`config.mk`:
```
export PLATFORM = sky130hd
export DESIGN_NAME = filtered_temperature_query_responder
export DESIGN_NICKNAME = d
export VERILOG_FILES = /design/src/rtl/ftq_pkg.sv /design/src/rtl/ftq_smul.sv /design/src/rtl/ftq_cmd.sv /design/src/rtl/filtered_temperature_query_responder.sv
export VERILOG_INCLUDE_DIRS = /design/src /design/src/rtl
export SDC_FILE = /design/constraint.sdc
export NUM_CORES = 1
export LEC_CHECK = 0
export BUFFER_PORTS_ARGS = -buffer_cell sky130_fd_sc_hd__buf_2
export CAP_MARGIN = 40
export CORE_MARGIN = 5
export CORE_UTILIZATION = 39
export CTS_BUF_LIST = sky130_fd_sc_hd__clkbuf_2
export DETAILED_ROUTE_END_ITERATION = 16
export GPL_TIMING_DRIVEN = 1
export SYNTH_ARGS = -nofsm -noshare
export SYNTH_HDL_FRONTEND = slang
export SYNTH_SLANG_ARGS = --single-unit
```
`constraint.sdc`:
```
create_clock -name i_clk -period 15 [get_ports i_clk]
set_input_delay 2.25 -clock i_clk [delete_from_list [all_inputs] [get_ports i_clk]]
set_output_delay 2.25 -clock i_clk [all_outputs]
set_load 0.1 [all_outputs]
```
`src/rtl/filtered_temperature_query_responder_assert.svh`:
```
// Assertion macros shared by the responder RTL.
// Depends on a clock i_clk and an active-low reset i_rst_n in the including scope.
`ifndef FILTERED_TEMPERATURE_QUERY_RESPONDER_ASSERT_SVH
`define FILTERED_TEMPERATURE_QUERY_RESPONDER_ASSERT_SVH
// Same-cycle implication.
`define FTQ_ASSERT_NOW(lbl, ante, cons) \
    lbl: assert property (@(posedge i_clk) disable iff (!i_rst_n) (ante) |-> (cons)) \
        else $error("ftq assertion failed");
// Next-cycle implication.
`define FTQ_ASSERT_NEXT(lbl, ante, cons) \
    lbl: assert property (@(posedge i_clk) disable iff (!i_rst_n) (ante) |=> (cons)) \
        else $error("ftq assertion failed");
`endif

```
`src/rtl/ftq_pkg.sv`:
```
// Shared types and constants of the filtered temperature query responder.
// No dependencies.
package ftq_pkg;
    localparam int ACC_W  = 57;
    localparam int MPL_W  = 30;
    localparam int LEN_W  = 5;
    localparam logic [16:0] Q16_ONE   = 17'd65536;
    localparam logic [15:0] ERROR_WORD = 16'hFFFF;
    localparam logic [15:0] TEMP_MAX   = 16'd65534;
    localparam logic [7:0]  CH_R  = 8'h52;
    localparam logic [7:0]  CH_T  = 8'h54;
    localparam logic [7:0]  CH_CR = 8'h0D;
    localparam logic [7:0]  CH_LF = 8'h0A;

    typedef enum logic [1:0] {
        MODE_SAMPLE = 2'd0,
        MODE_TICK   = 2'd1,
        MODE_BYTE   = 2'd2,
        MODE_NONE   = 2'd3
    } t_mode;

    typedef enum logic [1:0] {
        REG_MPC    = 2'd0,
        REG_WEIGHT = 2'd1,
        REG_SLOPE  = 2'd2,
        REG_OFFSET = 2'd3
    } t_reg;

    typedef enum logic [2:0] {
        S_IDLE, S_MV, S_F1, S_F2, S_TSTART, S_T
    } t_state;

    typedef struct packed {
        logic emit;
        logic err;
    } t_cmd_res;

    typedef struct packed {
        logic                     start;
        logic signed [ACC_W-1:0]  init;
        logic signed [ACC_W-1:0]  mcand;
        logic [MPL_W-1:0]         mplier;
        logic [LEN_W-1:0]         len;
    } t_mul_req;
endpackage

```
`src/rtl/ftq_smul.sv`:
```
// Bit-serial shift-add multiply-accumulate unit: one multiplier bit per cycle.
// Depends on ftq_pkg and the assertion macro header.
`include "filtered_temperature_query_responder_assert.svh"
module ftq_smul import ftq_pkg::*; (
    input  logic                    i_clk,
    input  logic                    i_rst_n,
    input  t_mul_req                i_req,
    output logic                    o_done,
    output logic signed [ACC_W-1:0] o_acc
);
    logic                    r_busy, n_busy;
    logic                    r_done, n_done;
    logic [LEN_W-1:0]        r_cnt, n_cnt;
    logic signed [ACC_W-1:0] r_acc, n_acc;
    logic signed [ACC_W-1:0] r_mcand, n_mcand;
    logic [MPL_W-1:0]        r_mplier, n_mplier;

    always_comb begin
        n_busy   = r_busy;
        n_done   = 1'b0;
        n_cnt    = r_cnt;
        n_acc    = r_acc;
        n_mcand  = r_mcand;
        n_mplier = r_mplier;
        if (i_req.start) begin
            n_busy   = 1'b1;
            n_cnt    = i_req.len;
            n_acc    = i_req.init;
            n_mcand  = i_req.mcand;
            n_mplier = i_req.mplier;
        end else if (r_busy) begin
            // add the shifted multiplicand for a set bit, then advance one bit
            if (r_mplier[0]) begin
                n_acc = r_acc + r_mcand;
            end
            n_mcand  = r_mcand <<< 1;
            n_mplier = r_mplier >> 1;
            n_cnt    = r_cnt - LEN_W'(1);
            if (r_cnt == LEN_W'(1)) begin
                n_busy = 1'b0;
                n_done = 1'b1;
            end
        end
    end

    always_ff @(posedge i_clk) begin
        if (!i_rst_n) begin
            r_busy <= 1'b0;
            r_done <= 1'b0;
            r_cnt  <= '0;
        end else begin
            r_busy <= n_busy;
            r_done <= n_done;
            r_cnt  <= n_cnt;
        end
        r_acc    <= n_acc;
        r_mcand  <= n_mcand;
        r_mplier <= n_mplier;
    end

    assign o_done = r_done;
    assign o_acc  = r_acc;

    `FTQ_ASSERT_NEXT(a_start_busy, i_req.start && i_req.len != '0, r_busy)
    `FTQ_ASSERT_NOW(a_done_idle, r_done, !r_busy)
    `FTQ_ASSERT_NOW(a_busy_count, r_busy, r_cnt != '0)
endmodule

```
`src/rtl/ftq_cmd.sv`:
```
// Serial command parser: tracks the four-byte query and flags replies.
// Depends on ftq_pkg.
module ftq_cmd import ftq_pkg::*; (
    input  logic       i_clk,
    input  logic       i_rst_n,
    input  logic       i_strobe,
    input  logic [7:0] i_byte,
    output t_cmd_res   o_res
);
    logic [1:0] r_pos, n_pos;
    logic       r_match, n_match;
    logic [7:0] expect_byte;
    logic       hit;

    always_comb begin
        case (r_pos)
            2'd0:    expect_byte = CH_R;
            2'd1:    expect_byte = CH_T;
            2'd2:    expect_byte = CH_CR;
            default: expect_byte = CH_LF;
        endcase
        hit       = (i_byte == expect_byte);
        n_pos     = r_pos;
        n_match   = r_match;
        o_res     = '0;
        if (i_strobe) begin
            if (r_pos == 2'd0 && !hit) begin
                // reject at once, stay at the start
                n_match   = 1'b1;
                o_res.emit = 1'b1;
                o_res.err  = 1'b1;
            end else if (r_pos == 2'd3) begin
                o_res.emit = 1'b1;
                o_res.err  = !(r_match && hit);
                n_pos      = 2'd0;
                n_match    = 1'b1;
            end else begin
                n_match = r_match && hit;
                n_pos   = r_pos + 2'd1;
            end
        end
    end

    always_ff @(posedge i_clk) begin
        if (!i_rst_n) begin
            r_pos   <= 2'd0;
            r_match <= 1'b1;
        end else begin
            r_pos   <= n_pos;
            r_match <= n_match;
        end
    end
endmodule

```
`src/rtl/filtered_temperature_query_responder.sv`:
```
// Filtered temperature query responder: usage summary below.
// Top level; depends on ftq_pkg, ftq_smul, ftq_cmd and the assertion header.
//
// Input channel (i_in_valid/o_in_ready) carries items: mode 0 stores an ADC
// count, mode 1 is an update tick, mode 2 is one received command byte,
// mode 3 is dropped. Output channel (o_out_valid/i_out_ready) carries one
// reply per finished or rejected command. Config channel (i_cfg_valid/
// o_cfg_ready) writes one register per item and is always ready; write only
// while idle. Sample, byte and ignored items leave the sequencer idle; a byte
// that ends or rejects a command shows its reply in the register the next cycle.
// A tick runs a bit-serial shift-add unit for the millivolt product, two passes
// for the filter (skipped on the first tick), a launch state and the temperature
// product; input ready returns once the temperature is stored. The multiply
// unit handles one multiplier bit per cycle.
// Reset restores the default register values, clears the filter, the kept
// temperature and the command parser. While the receiver stalls a waiting
// reply holds, and every input item waits until the reply register is empty
// or being drained.
`include "filtered_temperature_query_responder_assert.svh"
module filtered_temperature_query_responder import ftq_pkg::*; (
    input  logic        i_clk,
    input  logic        i_rst_n,
    input  logic        i_in_valid,
    output logic        o_in_ready,
    input  logic [1:0]  i_mode,
    input  logic [11:0] i_adc_sample,
    input  logic [7:0]  i_rx_byte,
    output logic        o_out_valid,
    input  logic        i_out_ready,
    output logic [15:0] o_reply_word,
    output logic        o_reply_is_error,
    input  logic        i_cfg_valid,
    output logic        o_cfg_ready,
    input  logic [1:0]  i_cfg_index,
    input  logic [31:0] i_cfg_data
);
    // configuration registers
    logic [16:0]        r_mpc;
    logic [16:0]        r_weight;
    logic signed [23:0] r_slope;
    logic signed [31:0] r_offset;

    // block state
    logic [11:0] r_count;
    logic [29:0] r_filt, n_filt;
    logic        r_primed, n_primed;
    logic [15:0] r_temp, n_temp;
    t_state      r_state, n_state;

    logic        r_ov;
    logic [15:0] r_word;
    logic        r_err;

    t_mul_req                mul_req;
    logic                    mul_done;
    logic signed [ACC_W-1:0] mul_acc;
    t_cmd_res                cmd_res;

    logic        in_acc;
    logic [16:0] w_sat, w_comp;
    logic [55:0] t_round;
    logic [23:0] t_int;

    assign o_cfg_ready = 1'b1;
    assign o_in_ready  = (r_state == S_IDLE) && (!r_ov || i_out_ready);
    assign in_acc      = i_in_valid && o_in_ready;

    assign w_sat   = (r_weight > Q16_ONE) ? Q16_ONE : r_weight;
    assign w_comp  = Q16_ONE - w_sat;
    assign t_round = mul_acc[55:0] + 56'h0000_0080_0000_00;
    assign t_int   = t_round[55:32];

    ftq_smul u_smul (
        .i_clk   (i_clk),
        .i_rst_n (i_rst_n),
        .i_req   (mul_req),
        .o_done  (mul_done),
        .o_acc   (mul_acc)
    );

    ftq_cmd u_cmd (
        .i_clk    (i_clk),
        .i_rst_n  (i_rst_n),
        .i_strobe (in_acc && (i_mode == MODE_BYTE)),
        .i_byte   (i_rx_byte),
        .o_res    (cmd_res)
    );

    // tick sequencer
    always_comb begin
        n_state  = r_state;
        n_filt   = r_filt;
        n_primed = r_primed;
        n_temp   = r_temp;
        mul_req  = '0;
        case (r_state)
            S_IDLE: begin
                if (in_acc && i_mode == MODE_TICK) begin
                    mul_req.start  = 1'b1;
                    mul_req.mcand  = ACC_W'(r_mpc);
                    mul_req.mplier = MPL_W'(r_count);
                    mul_req.len    = LEN_W'(12);
                    n_state        = S_MV;
                end
            end
            S_MV: begin
                if (mul_done) begin
                    if (!r_primed) begin
                        // first tick loads the filter directly
                        n_filt   = 30'(mul_acc[28:0]);
                        n_primed = 1'b1;
                        n_state  = S_TSTART;
                    end else begin
                        mul_req.start  = 1'b1;
                        mul_req.init   = ACC_W'(32768);
                        mul_req.mcand  = ACC_W'(mul_acc[28:0]);
                        mul_req.mplier = MPL_W'(w_sat);
                        mul_req.len    = LEN_W'(17);
                        n_state        = S_F1;
                    end
                end
            end
            S_F1: begin
                if (mul_done) begin
                    mul_req.start  = 1'b1;
                    mul_req.init   = mul_acc;
                    mul_req.mcand  = ACC_W'(r_filt);
                    mul_req.mplier = MPL_W'(w_comp);
                    mul_req.len    = LEN_W'(17);
                    n_state        = S_F2;
                end
            end
            S_F2: begin
                if (mul_done) begin
                    n_filt  = mul_acc[45:16];
                    n_state = S_TSTART;
                end
            end
            S_TSTART: begin
                mul_req.start  = 1'b1;
                mul_req.init   = ACC_W'({r_offset, 16'h0000}) |
                                 (r_offset[31] ? {{(ACC_W-48){1'b1}}, 48'h0} : '0);
                mul_req.mcand  = ACC_W'(r_slope);
                mul_req.mplier = r_filt;
                mul_req.len    = LEN_W'(30);
                n_state        = S_T;
            end
            S_T: begin
                if (mul_done) begin
                    // clamp negatives, round half away, saturate
                    if (mul_acc[ACC_W-1]) begin
                        n_temp = '0;
                    end else if (t_int > 24'(TEMP_MAX)) begin
                        n_temp = TEMP_MAX;
                    end else begin
                        n_temp = t_int[15:0];
                    end
                    n_state = S_IDLE;
                end
            end
            default: n_state = S_IDLE;
        endcase
    end

    always_ff @(posedge i_clk) begin
        if (!i_rst_n) begin
            r_state  <= S_IDLE;
            r_mpc    <= 17'd52429;
            r_weight <= 17'd6554;
            r_slope  <= -24'sd378264;
            r_offset <= 32'sd1088007041;
            r_count  <= '0;
            r_filt   <= '0;
            r_primed <= 1'b0;
            r_temp   <= '0;
            r_ov     <= 1'b0;
        end else begin
            r_state  <= n_state;
            r_filt   <= n_filt;
            r_primed <= n_primed;
            r_temp   <= n_temp;
            if (i_cfg_valid) begin
                case (i_cfg_index)
                    REG_MPC:    r_mpc    <= i_cfg_data[16:0];
                    REG_WEIGHT: r_weight <= i_cfg_data[16:0];
                    REG_SLOPE:  r_slope  <= i_cfg_data[23:0];
                    REG_OFFSET: r_offset <= i_cfg_data;
                    default:    r_offset <= r_offset;
                endcase
            end
            if (in_acc && i_mode == MODE_SAMPLE) begin
                r_count <= i_adc_sample;
            end
            // hold a reply until taken, load the next one
            if (cmd_res.emit) begin
                r_ov <= 1'b1;
            end else if (i_out_ready) begin
                r_ov <= 1'b0;
            end
        end
        if (cmd_res.emit) begin
            r_word <= cmd_res.err ? ERROR_WORD : r_temp;
            r_err  <= cmd_res.err;
        end
    end

    assign o_out_valid      = r_ov;
    assign o_reply_word     = r_word;
    assign o_reply_is_error = r_err;

    `FTQ_ASSERT_NOW(a_accept_idle, i_in_valid && o_in_ready, r_state == S_IDLE)
    `FTQ_ASSERT_NEXT(a_hold_reply, o_out_valid && !i_out_ready,
        o_out_valid && $stable(o_reply_word))
    `FTQ_ASSERT_NOW(a_err_word, o_out_valid && o_reply_is_error, o_reply_word == ERROR_WORD)
endmodule
```
# Word-level counts from Yosys, hierarchy flattened
# Cells that the tools add are included.
[classes] addsub=5 n_lt_le_gt_ge=2 eq_ne=22 n_mux=45 n_bitwise=4 n_reduce_logical=30
[op_table] cell="150-bit two-way mux" n=3
[op_table] cell="92-bit one-hot mux with 4 select lines" n=1
[op_table] cell="57-bit two-way mux" n=6
[op_table] cell="57-bit one-hot mux with 3 select lines" n=1
[op_table] cell="30-bit two-way mux" n=5
[op_table] cell="30-bit one-hot mux with 2 select lines" n=1
[op_table] cell="57-bit adder" n=1
[op_table] cell="48-bit by 57-bit OR with 57-bit output" n=1
[op_table] cell="56-bit by 32-bit adder with 56-bit output (second input constant)" n=1
[op_table] cell="52-bit two-way mux" n=1
[op_table] cell="16-bit two-way mux" n=2
[op_table] cell="24-bit by 16-bit > comparator with 1-bit output (second input constant)" n=1
[op_table] cell="7-bit one-hot mux with 3 select lines" n=1
[op_table] cell="3-bit two-way mux" n=6
[op_table] cell="3-bit one-hot mux with 6 select lines" n=1
[op_table] cell="17-bit > comparator (second input constant)" n=1
[op_table] cell="17-bit two-way mux" n=1
[op_table] cell="17-bit subtractor (first input constant)" n=1
[op_table] cell="2-bit AND reduction" n=7
[op_table] cell="2-bit == test (second input constant)" n=5
[op_table] cell="5-bit two-way mux" n=2
[op_table] cell="2-bit by 1-bit inequality test with 1-bit output (second input constant)" n=5
[op_table] cell="1-bit two-way mux" n=9
[op_table] cell="8-bit by 7-bit == test with 1-bit output" n=1
[op_table] cell="22 further kinds" n=44
[totals] reg_bits=324 in_bits=61 out_inout_bits=20 word_cells=128

# Depth between registers and ports, before layout
[depth] depth_word=9 depth_mapped=14 depth_no_buf=13

# Modules after synthesis
# Synthesis repeated with hierarchy kept, for this count alone.
[hier_totals] cells_unflattened=2081 area_unflattened_um2=19234.7
[by_module_without_submodules] module="ftq_smul" n_inst=1 cells_per_inst=933 area_per_inst_um2=9821.9 seq_area_each_um2=4464.3
[by_module_without_submodules] module="filtered_temperature_query_responder" n_inst=1 cells_per_inst=1104 area_per_inst_um2=9057.4 seq_area_each_um2=3573.4
[by_module_without_submodules] module="ftq_cmd" n_inst=1 cells_per_inst=44 area_per_inst_um2=355.3 seq_area_each_um2=60.1

# Least setup slack after synthesis
# Ideal clock, no wire load.
[synth_path] path_kind="input to register" from="input i_out_ready" to="register u_smul.r_acc[0] (netlist: u_smul.o_acc[0]) (enable)" setup_time_ns=0.490 arrival_ns=9.294 required_time_ns=14.510 slack_ns=5.215 cell_stages=8 path_buffers=2 cell_sequence="nor2b_1 -> nor4_1 -> nand2_1 -> nor3b_1 -> nor2_1 -> buf_2 -> buf_2 -> a21oi_1"
[synth_between] elab_chain_len=8 elab_cells_between_ends=10 classes_between="eq/ne (1); mux (2); reduce/logical (7)"
[synth_lines] element="start: declaration" line_no="filtered_temperature_query_responder.sv:29" source="input logic i_out_ready,"
[synth_lines] element="1-bit logical OR (*)" line_no="filtered_temperature_query_responder.sv:65" source="assign o_in_ready = (r_state == S_IDLE) && (!r_ov || i_out_ready);"
[synth_lines] element="1-bit logical AND (*)" line_no="filtered_temperature_query_responder.sv:65"
[synth_lines] element="via o_in_ready" line_no="filtered_temperature_query_responder.sv:24" source="output logic o_in_ready,"
[synth_lines] element="1-bit logical AND (*)" line_no="filtered_temperature_query_responder.sv:66" source="assign in_acc = i_in_valid && o_in_ready;"
[synth_lines] element="1-bit logical AND (*)" line_no="filtered_temperature_query_responder.sv:98" source="if (in_acc && i_mode == MODE_TICK) begin"
[synth_lines] element="1-bit two-way mux (*)" line_no="filtered_temperature_query_responder.sv:98"
[synth_lines] element="1-bit one-hot mux with 4 select lines (*)" line_no="filtered_temperature_query_responder.sv:96" source="case (r_state)"
[synth_lines] element="3-bit inequality test (no source line) / 2-bit nonzero test (equally long branches)"
[synth_lines] element="3-bit AND reduction (no source line) (*)"
[synth_lines] element="end signal: assignment" line_no="ftq_smul.sv:56" source="r_acc <= n_acc;"
[synth_lines] element="end: declaration" line_no="ftq_smul.sv:14" source="logic signed [ACC_W-1:0] r_acc, n_acc;"
# The timed path passes the listed nets; every way through them passes the cells marked *.
# A chain may end at the register's enable or synchronous reset.

# Final worst setup path
[layout_path] from="input i_out_ready" to="output o_in_ready"
[layout_between] elab_chain_len=2
[layout_lines] element="1-bit logical OR" line_no="filtered_temperature_query_responder.sv:65"
[layout_lines] element="1-bit logical AND" line_no="filtered_temperature_query_responder.sv:65"
[layout_lines] element="end: declaration" line_no="filtered_temperature_query_responder.sv:24"
# No other way between the ends.

==> impl_metrics.json <==
{
  "status": "finished, final reports clean",
  "clk_latency_ps": 1070,
  "die_h_um": 222.7,
  "max_clock_freq_mhz": 175.3,
  "worst-setup-path-type": "primary input to primary output",
  "cts_root_buffer": "clkbuf_2",
  "first_pass_iters": 7,
  "drive_gt1_share_pct": 14.10,
  "yosysTopAreaCell": "edfxtp_1",
  "synth_top_family_by_area": "compound AO/OA/AOI/OAI gates",
  "synth_compound_area_share_pct": 21.74,
  "synth_simple_gate_area_share_pct": 18.24,
  "gp_congestion": 0.9084,
  "end_kind": "primary output",
  "cp_max_fo": 3,
  "tightest_slew_ps": 876.2,
  "die_area_um2": 49590,
  "fin_area_um2": 19350,
  "routed_via_density": 5.608,
  "cts_hold_buffers": 0,
  "finalCritPeriodShare_pct": 38.02,
  "synth_top_area_share_pct": 27.40,
  "cp_num_cells": 4,
  "timing.rr.start": "u_smul.o_acc[0]",
  "synth-seq-cells": 324,
  "path_buf_inv": 2,
  "fin_cells": 2643,
  "drtIter0Drc": 1617,
  "initial_core_util_pct": 39.13,
  "synth-main-ff-cell": "dfxtp_1",
  "finalSetupTns_ps": 0,
  "finalHoldViolCount": 0,
  "htreeDepth": 3,
  "r2r_cells": 13,
  "slowest_stage": "buf_2",
  "vias": 14823,
  "fillers": 4590,
  "synthCells": 1906,
  "cts_num_sinks": 324,
  "finalSetupViolCount": 0,
  "ys_warn_count": 0,
  "crit_family": "buffers and inverters",
  "setup_slack_ps": 9297,
  "dp_hpwl_um": 36560,
  "reg2reg_slack_ps": 11160,
  "grt_max_degree": 80,
  "placed_area_um2": 18550,
  "overflow": 0,
  "synthMuxAreaShare_pct": 2.496,
  "grt_pass1_vias": 14464,
  "drc": 0,
  "async_flop_share_pct": 0,
  "slew_violations": 0,
  "cts_buffers": 87,
  "fin_skew_ps": 133.7,
  "peakVddDrop_uv": 70.68,
  "area_delta_synth_final_pct": 9.687,
  "synth_fp_nets": 2033,
  "wl_per_cell_um": 20.08,
  "cp-startpoint": "i_out_ready",
  "cts_buffer_depth": 3,
  "fp-row-count": 78,
  "drt_wl_total_um": 53070,
  "clk_pin_slew_ps": 100,
  "synth-edff-count": 161,
  "syn_area_um2": 17640,
  "arrival_ps": 3450,
  "fin_nets": 2101,
  "grt_usage_pct": 20.63,
  "yosysSeqAreaShare_pct": 45.90,
  "cpPeakStageDelay_ps": 540,
  "ant_nets": 0,
  "cts_resized": 0,
  "syn_avg_cell_area_um2": 9.257,
  "dp_slack_ps": 9171,
  "yosysUniqueCellTypes": 90,
  "slew_headroom_pct": 41.59,
  "leakage_nw": 8.048,
  "crit_path_frequent_cell": "buf_2",
  "io_pins": 81,
  "period_needed_ps": 5703,
  "dp_cells": 2485,
  "worstPathCellList": "buf_2 > nor2b_1 > nor4_1 > buf_2",
  "required_ps": 12750,
  "die_w_um": 222.7,
  "ys_top_cells_by_count": "365 x nand2_1, 163 x dfxtp_1, 161 x edfxtp_1",
  "grt_pass1_wl_um": 81530,
  "tritoncts": "yes",
  "endpoint": "o_in_ready",
  "drv_cap": 0,
  "holdCritPathClass": "flip-flop to flip-flop",
  "synth_most_common_cell": "nand2_1",
  "grt_setup_unrepaired": "no",
  "synth_area_leaders": "edfxtp_1 27%, dfxtp_1 18%, nand2_1 7.8%, ha_1 4.6%, a21oi_1 3.0%",
  "coreArea_um2": 45090,
  "r2r_end": "u_smul.o_acc[56]",
  "start_kind": "primary input",
  "synth_fa_ha_area_share_pct": 4.723,
  "antenna_found_initial": 1,
  "synth-xor-area-share_pct": 3.574,
  "powerDensity_nw_per_um2": 104.8,
  "portBuffers": 79,
  "post_cts.repair.setup_buffers": 0
}
[area by class of cell]
type	count	area, um^2	share of cell area [%]
Sequential cell	324	8098	41.84
Inverter	28	105.1	0.5431
Clock inverter	18	101.3	0.5237
Clock buffer	139	695.7	3.595
Timing Repair Buffer	101	566.8	2.929
Tap cell	600	750.7	3.879
Multi-Input combinational cell	1432	9032	46.67
Antenna cell	1	2.502	0.01293
[routing by layer]
layer | global-route usage, % | vias to the layer above | routed length, um
met4 | 6.798 | 0 | 1311
met3 | 3.950 | 78 | 3730
met1 | 27.98 | 7057 | 23290
li1 | - | 7163 | -
met2 | 33.32 | 525 | 24730
met5 | 0 | - | 0
[worst min path at each step]
stage                     slack [ps]   startpoint  depth (start not counted)           to
after CTS                        470   r_temp[14]                          2   r_temp[14]
after global placement           440  r_slope[23]                          2  r_slope[23]
after floorplan                  430  r_slope[23]                          2  r_slope[23]
final                            470   r_temp[12]                          2   r_temp[12]
after global routing             490   r_temp[14]                          2   r_temp[14]
after detailed placement         450   r_temp[11]                          2   r_temp[11]
[worst reg2reg max path, delay by kind of cell, from the launching register on]
kind                       cells  cell delay (ps)
AOI/OAI and AO/OA              7             1910
adders and majority gates      2              650
buffers and inverters          1               80
DFF                            1              400
muxes                          1              190
and+or+nand+nor                2              270
[state kept, by name, summed over array words and instances, names as in the netlist, 2 cells and up]
register	flops
o_reply_word	16
r_offset	32
r_state	3
r_slope	24
u_smul.r_mcand	57
r_count	12
r_mpc	17
r_weight	17
r_filt	30
r_temp	16
u_smul.r_mplier	30
u_cmd.r_pos	2
u_smul.o_acc	57
u_smul.r_cnt	5
[power by group]
part	leakage (nW)	switching, W	internal (W)
logic	4.59	0.000217	0.000135
clock network	0.624	0.000381	0.000259
registers	2.83	0.0000446	0.000991
[cells in the final DEF, fill, tap and decap left out, types with 43 or more instances in the layout]
cell,count
o21ai_0,97
buf_2,78
mux2i_1,44
nand3_1,80
nand2_1,365
clkbuf_2,139
a21boi_0,50
ha_1,65
xor2_1,43
edfxtp_1,161
a21oi_1,104
dfxtp_1,163
nor2_1,100
a21o_1,52
[kinds of logic after synthesis]
family / Yosys count
buffers and inverters: 150
XOR/XNOR: 72
AND/OR/NAND/NOR: 710
other: 1
multiplexers: 44
AO/OA/AOI/OAI: 539
flip-flops: 324
adder cells (fa/ha/maj): 66
[stage by stage]
step	power (W)	util, %	hold WS (ps)
global placement	0.001394	41.09	444.3
detailed placement	0.001402	41.15	453.7
global route	0.002142	42.92	492.5
finish	0.002028	42.92	469.0
CTS	0.002048	42.92	471.0
floorplan	0.001300	-	432.0
Power figures use the tool's default switching activity.
